## src/hdl/ubds_pkg.sv

```systemverilog
package ubds_pkg;

    // Field widths
    localparam int BAUD_W = 23;
    localparam int CLK_W  = 27;
    localparam int OSR_W  = 6;
    localparam int ERR_W  = 42;

    // Oversampling range, one lane per ratio
    localparam int OSR_MIN = 4;
    localparam int OSR_MAX = 32;
    localparam int NUM_OSR = OSR_MAX - OSR_MIN + 1;
    localparam int TREE_N  = 32;

    // baud * osr stays below 2^28; 2*clock + den below 2^29
    localparam int DEN_W = BAUD_W + 5;
    localparam int NUM_W = DEN_W + 1;

    localparam logic [CLK_W-1:0] CLOCK_RESET = 27'd24000000;
    localparam logic [ERR_W-1:0] ERR_MAX     = '1;

    // Ratio handled by a lane
    function automatic logic [OSR_W-1:0] osr_of(input int lane);
        osr_of = OSR_W'(OSR_MIN + lane);
    endfunction

endpackage

```

## src/hdl/ubds_min.sv

```systemverilog
module ubds_min
    import ubds_pkg::*;
#(
    parameter int N_IN = 2,
    parameter int QW   = 13,
    parameter int PW   = 41
)
(
    input  logic                              clk,
    input  logic                              rst_n,
    input  logic                              in_valid,
    output logic                              in_ready,
    input  logic [N_IN-1:0][PW-1:0]           err_in,
    input  logic [N_IN-1:0][QW-1:0]           d_in,
    input  logic [N_IN-1:0][OSR_W-1:0]        osr_in,
    input  logic [N_IN-1:0]                   ok_in,
    output logic                              out_valid,
    input  logic                              out_ready,
    output logic [N_IN/2-1:0][PW-1:0]         err_out,
    output logic [N_IN/2-1:0][QW-1:0]         d_out,
    output logic [N_IN/2-1:0][OSR_W-1:0]      osr_out,
    output logic [N_IN/2-1:0]                 ok_out
);

    localparam int NO = N_IN / 2;

    logic                       valid_reg;
    logic [NO-1:0][PW-1:0]      err_reg;
    logic [NO-1:0][PW-1:0]      err_next;
    logic [NO-1:0][QW-1:0]      d_reg;
    logic [NO-1:0][QW-1:0]      d_next;
    logic [NO-1:0][OSR_W-1:0]   osr_reg;
    logic [NO-1:0][OSR_W-1:0]   osr_next;
    logic [NO-1:0]              ok_reg;
    logic [NO-1:0]              ok_next;

    assign in_ready = !valid_reg || out_ready;

    // Pairwise pick; upper (larger ratio) wins ties
    always_comb
    begin
        logic take_hi;
        for (int k = 0; k < NO; k++)
        begin
            take_hi = ok_in[2*k+1] &&
                      (!ok_in[2*k] || (err_in[2*k+1] <= err_in[2*k]));
            err_next[k] = take_hi ? err_in[2*k+1] : err_in[2*k];
            d_next[k]   = take_hi ? d_in[2*k+1]   : d_in[2*k];
            osr_next[k] = take_hi ? osr_in[2*k+1] : osr_in[2*k];
            ok_next[k]  = ok_in[2*k] || ok_in[2*k+1];
        end
    end

    always_ff @(posedge clk or negedge rst_n)
    begin
        if (!rst_n)
        begin
            valid_reg <= 1'b0;
        end
        else if (in_ready)
        begin
            valid_reg <= in_valid;
        end
    end

    always_ff @(posedge clk)
    begin
        if (in_valid && in_ready)
        begin
            err_reg <= err_next;
            d_reg   <= d_next;
            osr_reg <= osr_next;
            ok_reg  <= ok_next;
        end
    end

    assign out_valid = valid_reg;
    assign err_out   = err_reg;
    assign d_out     = d_reg;
    assign osr_out   = osr_reg;
    assign ok_out    = ok_reg;

endmodule

```

## config.mk

```make
export PLATFORM = sky130hd
export DESIGN_NAME = ubds_min
export DESIGN_NICKNAME = d
export VERILOG_FILES = /design/src/hdl/ubds_pkg.sv /design/src/hdl/ubds_min.sv
export SDC_FILE = /design/constraint.sdc
export NUM_CORES = 1
export LEC_CHECK = 0
export ABC_CLOCK_PERIOD_IN_PS = 4250
export BUFFER_PORTS_ARGS = -buffer_cell sky130_fd_sc_hd__buf_2
export CAP_MARGIN = 0
export CELL_PAD_IN_SITES_DETAIL_PLACEMENT = 0
export CELL_PAD_IN_SITES_GLOBAL_PLACEMENT = 1
export CORE_ASPECT_RATIO = 0.6
export CORE_MARGIN = 2
export CORE_UTILIZATION = 40
export DETAILED_ROUTE_END_ITERATION = 7
export GPL_ROUTABILITY_DRIVEN = 0
export PLACE_DENSITY = 0.95
export SLEW_MARGIN = 5
export SYNTH_ARGS = -nofsm -noshare
export SYNTH_HDL_FRONTEND = slang
export SYNTH_SLANG_ARGS = --single-unit
```

## constraint.sdc

```tcl
create_clock -name clk -period 4.25 [get_ports clk]
set_clock_uncertainty 0.1 [all_clocks]
set_input_delay 0.2125 -clock clk [delete_from_list [all_inputs] [get_ports clk]]
set_output_delay 0.2125 -clock clk [all_outputs]
set_load 0.01 [all_outputs]
```

==> results list <==
* Total setup violations reported at the end of the flow: 0
- Summed over its instances, the top area cell type makes up 35.84% of the synthesized netlist area.
- After detailed routing, the total wire length is 15,660 um.
* Number of antenna violations at the first check in global routing: 0
* Count of TritonRoute iterations in the first routing pass: 4
- For this run, design rule violations remaining after detail routing come to 0.
- Endpoint kind of the worst setup timing path: flip-flop
* Count of final hold-check violations: 0
* Status: finished clean
- Setup repair after global routing left no endpoint under its margin.
* Depth of the worst register-to-register path: 3
* Timing startpoint of the critical path: err_in[36]
- Top FF cell, synth: sky130_fd_sc_hd__edfxtp_1
- In this run, the number of DRC markers left after iteration 0 of detailed routing was 342.
* Fin Setup TNS: 0 ps
- The initial utilization of the core area, before any placement, comes to 41.70%.
* Worst-margin pin slew: 1058 ps
- After floorplanning, the core was divided into 31 placement rows.
- Post-CTS setup repair buffer count: 0
- Maximum root-to-sink buffer count: 2
* TritonCTS buffer count: 9
- Post-synth EDFFs: 61
* Total power: 2.012 mW
- Shortest clock period the worst path allows after layout: 3215 ps
* Worst EP required: 4220 ps
* Crit-path leading delay family: simple AND/OR/NAND/NOR gates
- Number of cells produced by synthesis: 574
- The worst path uses 75.64% of the clock period.
- Summed over all layers, the global routing overflow is 0.
- Compared with the post-synthesis result, the final layout area differs by 24.92%.
* Clock latency of the later-clocked register in the worst-skew pair: 330 ps
- Die Wd: ~150 um
- The total count of max-transition violations in the final report is 0.
* Filler cell count in the final layout: 1,162
- Root buffer cell: sky130_fd_sc_hd__clkbuf_16
- In the final layout, the share of cells above drive strength 1 is between 20% and 30%.
- #FFs+latches synth: 62
- Highest attainable clock frequency: 311.1 MHz
* Worst hold-check path type: primary input to flip-flop
* Number of routed nets with antenna violations: 0
- Number of global-route vias before repair: between 5,000 and 6,000
- Worst path max stage delay: about 600 ps
- Clock H-tree levels: 3
- The first global-routing pass estimated 24,720 um of wire.
* Number of nets in the finished design: around 900
- Average vias per placed instance: 5.813
- Total number of vias: 5,226
- The startpoint identified for the worst register-to-register timing path is out_valid.
* Reg-to-Reg End: d_out[2]
- Crit. path cell count: 10
- Layout Utilization: 52.09%
- The share of total power dissipated in combinational logic is approximately 25%.
* Critical path class: primary input to flip-flop
* Count of port buffers added during placement: 188
- Setup crit start kind: primary input
- Areal power density over the cells: 315.0 mW/mm^2
- In the final routed layout, each cell accounts on average for ~17 um.
- Of the total power, the share spent switching nets is 29.65%.
- From bottom edge to top edge, the die measures 91.56 um.
- Part of the total power dissipated in the clock network: 37.6%
* Number of max-capacitance violations reported: 0
- The Yosys step of the flow raised 0 warnings.
- TritonCTS built the clock tree.
* Post-synth ARST share: 1.613%
- Highest-delay cell along the critical path: sky130_fd_sc_hd__nor4_1
- Fraction of the yosys area taken by sequential cells: 36.33%
* Largest area contributor in the netlist: sky130_fd_sc_hd__edfxtp_1
- Once the clock tree was built, the resizer swapped 0 gates to a different size.
* Clock input transition at the sequential cells of the worst setup and hold paths: 60 ps
- Count of unique library cells instantiated by Yosys: 32
* Portion of total power attributed to sequential cells: 37.5%
- The number of buffers and inverters on the critical path is 3.
* Core area: between 0.01 and 0.015 mm^2
- Max VDD drop: 0.1659 mV
- Post-synthesis average cell area: 8.904 um^2
- Measured against its own limit, the worst slew margin works out to 29.47%.
- Static Leak: 2.801 nW
- FF-to-FF setup slack: 2060 ps
* Pin count of the biggest net entering global routing: just over 100
- 189 I/O pins were placed.
* Internal Pwr Total: around 1.4 mW
- Total standard cell area after synthesis: 0.005111 mm^2
- Setup slack on the critical path of the routed design comes to 1035 ps.
- Largest cells by area after synthesis: sky130_fd_sc_hd__edfxtp_1 36%, sky130_fd_sc_hd__ha_1 10%, sky130_fd_sc_hd__o211ai_1 9.1%
- 0 antenna diodes ended up in the layout.
* Switching power: 596.4 uW
* Worst Path Max Fanout: 40
- Summed over all nets, the half-perimeter wirelength after detailed placement is approximately 11,000 um.
- Capturing instance or port of the critical path: err_out[32]
- The die covers about 0.014 mm^2.
* Arr. time, crit path: 3180 ps
- GR Util All Layers: between 20% and 30%
- Synthesized net count: 741
* Sequence of cells on the critical path: buf_2 > inv_1 > ha_1 > nand4_1 > nor4_1 > o21ai_0 > a21oi_4 > buf_4 > or3_1 > nand3_1
- Hold buffers post-CTS: 2
* Clock Sinks: 62
- OpenSTA, run right after detailed placement, puts the worst setup slack at 698.4 ps.
[synth_stat cells, types with 2 or more instances]
library cell,count
sky130_fd_sc_hd__edfxtp_1,61
sky130_fd_sc_hd__o21ai_0,8
sky130_fd_sc_hd__a21oi_1,15
sky130_fd_sc_hd__and2_1,2
sky130_fd_sc_hd__or3_1,40
sky130_fd_sc_hd__nand3_1,64
sky130_fd_sc_hd__ha_1,41
sky130_fd_sc_hd__nand2b_1,2
sky130_fd_sc_hd__a221oi_1,2
sky130_fd_sc_hd__buf_2,7
sky130_fd_sc_hd__nor4_1,4
sky130_fd_sc_hd__nor2_1,3
sky130_fd_sc_hd__a31oi_1,20
sky130_fd_sc_hd__inv_1,44
sky130_fd_sc_hd__o211ai_1,62
sky130_fd_sc_hd__o22a_1,40
sky130_fd_sc_hd__a22oi_1,2
sky130_fd_sc_hd__nand2_1,53
sky130_fd_sc_hd__buf_6,7
sky130_fd_sc_hd__nor2b_1,20
sky130_fd_sc_hd__clkbuf_1,39
sky130_fd_sc_hd__nand4_1,27
sky130_fd_sc_hd__nor3_1,2
[worst min path at each step]
stage | from | end | slack (ps) | cells past startpoint
2_1_floorplan | rst_n | out_valid | -180 | 0
3_3_place_gp | rst_n | out_valid | -110 | 1
3_5_place_dp | rst_n | out_valid | -110 | 1
4_1_cts | ok_in[0] | ok_out | 60 | 2
5_1_grt | ok_in[0] | ok_out | 70 | 2
6_report | ok_in[0] | ok_out | 70 | 2
[flip-flops by register name, indices dropped and copies added (netlist names)]
name and count:
d_out 13, err_out 41, ok_out 1, osr_out 6, out_valid 1
[final cells by class]
| class | instances | area (um^2) | area share (%) |
|---|---|---|---|
| multi-input combinational | 415 | 2840 | 44.48 |
| sequential | 62 | 1857 | 29.08 |
| timing repair buffer | 197 | 1016 | 15.91 |
| clock buffer | 10 | 239.0 | 3.743 |
| tap | 165 | 206.4 | 3.233 |
| inverter | 44 | 165.2 | 2.587 |
| clock inverter | 6 | 61.31 | 0.9602 |
[layer usage]
metal | wire (um) | share of wire (%) | GRT usage (%)
met5 | 0 | 0 | 0
met4 | 101 | 0.64 | 4.638
met3 | 1428 | 9.1 | 6.784
met2 | 7176 | 46 | 36.42
met1 | 6952 | 44 | 29.70
[stage by stage]
step                      cells  hold slack (ps)  cell area (um^2)
final                       899            69.51              6385
after global routing        899            69.27              6385
after CTS                   899            57.96              6385
after detailed placement    881           -106.9              6065
after global placement      881           -109.3              6065
after floorplan             574           -183.1              5111
[power groups by stage]
stage | logic, mW | clock network, mW | registers, mW
after floorplan | 0.294 | 0 | 0.792
after global placement | 0.476 | 0 | 0.765
after detailed placement | 0.496 | 0 | 0.765
after CTS | 0.500 | 0.770 | 0.754
after global routing | 0.559 | 0.795 | 0.758
final | 0.502 | 0.756 | 0.754
[cell families (layout without fill, tap and decap cells)]
kind of cell             after synthesis  count (layout)  synth area share (%)
AND/OR/NAND/NOR                      220             220                 22.79
buffers and inverters                 97             257                 8.323
adder cells (fa/ha/maj)               41              41                 10.04
AO/OA/AOI/OAI                        154             154                 22.52
flip-flops                            62              62                 36.33
[placed cells by master, fill, tap and decap left out, types with 2 or more instances in the layout]
cell                            synthesis  layout
sky130_fd_sc_hd__buf_2                  7     187
sky130_fd_sc_hd__nand3_1               64      64
sky130_fd_sc_hd__o211ai_1              62      62
sky130_fd_sc_hd__edfxtp_1              61      61
sky130_fd_sc_hd__nand2_1               53      53
sky130_fd_sc_hd__inv_1                 44      44
sky130_fd_sc_hd__ha_1                  41      41
sky130_fd_sc_hd__or3_1                 40      40
sky130_fd_sc_hd__o22a_1                40      40
sky130_fd_sc_hd__nand4_1               27      27
sky130_fd_sc_hd__nor2b_1               20      20
sky130_fd_sc_hd__a31oi_1               20      20
sky130_fd_sc_hd__a21oi_1               15      15
sky130_fd_sc_hd__clkbuf_16              0       9
sky130_fd_sc_hd__o21ai_0                8       8
sky130_fd_sc_hd__buf_4                  0       8
sky130_fd_sc_hd__nor4_1                 4       4
sky130_fd_sc_hd__nor2_1                 3       3
sky130_fd_sc_hd__clkinv_2               0       3
sky130_fd_sc_hd__a221oi_1               2       2
sky130_fd_sc_hd__a22oi_1                2       2
sky130_fd_sc_hd__nor3_1                 2       2
sky130_fd_sc_hd__nand2b_1               2       2
sky130_fd_sc_hd__dlygate4sd3_1          0       2
Power figures use the tool's default switching activity.
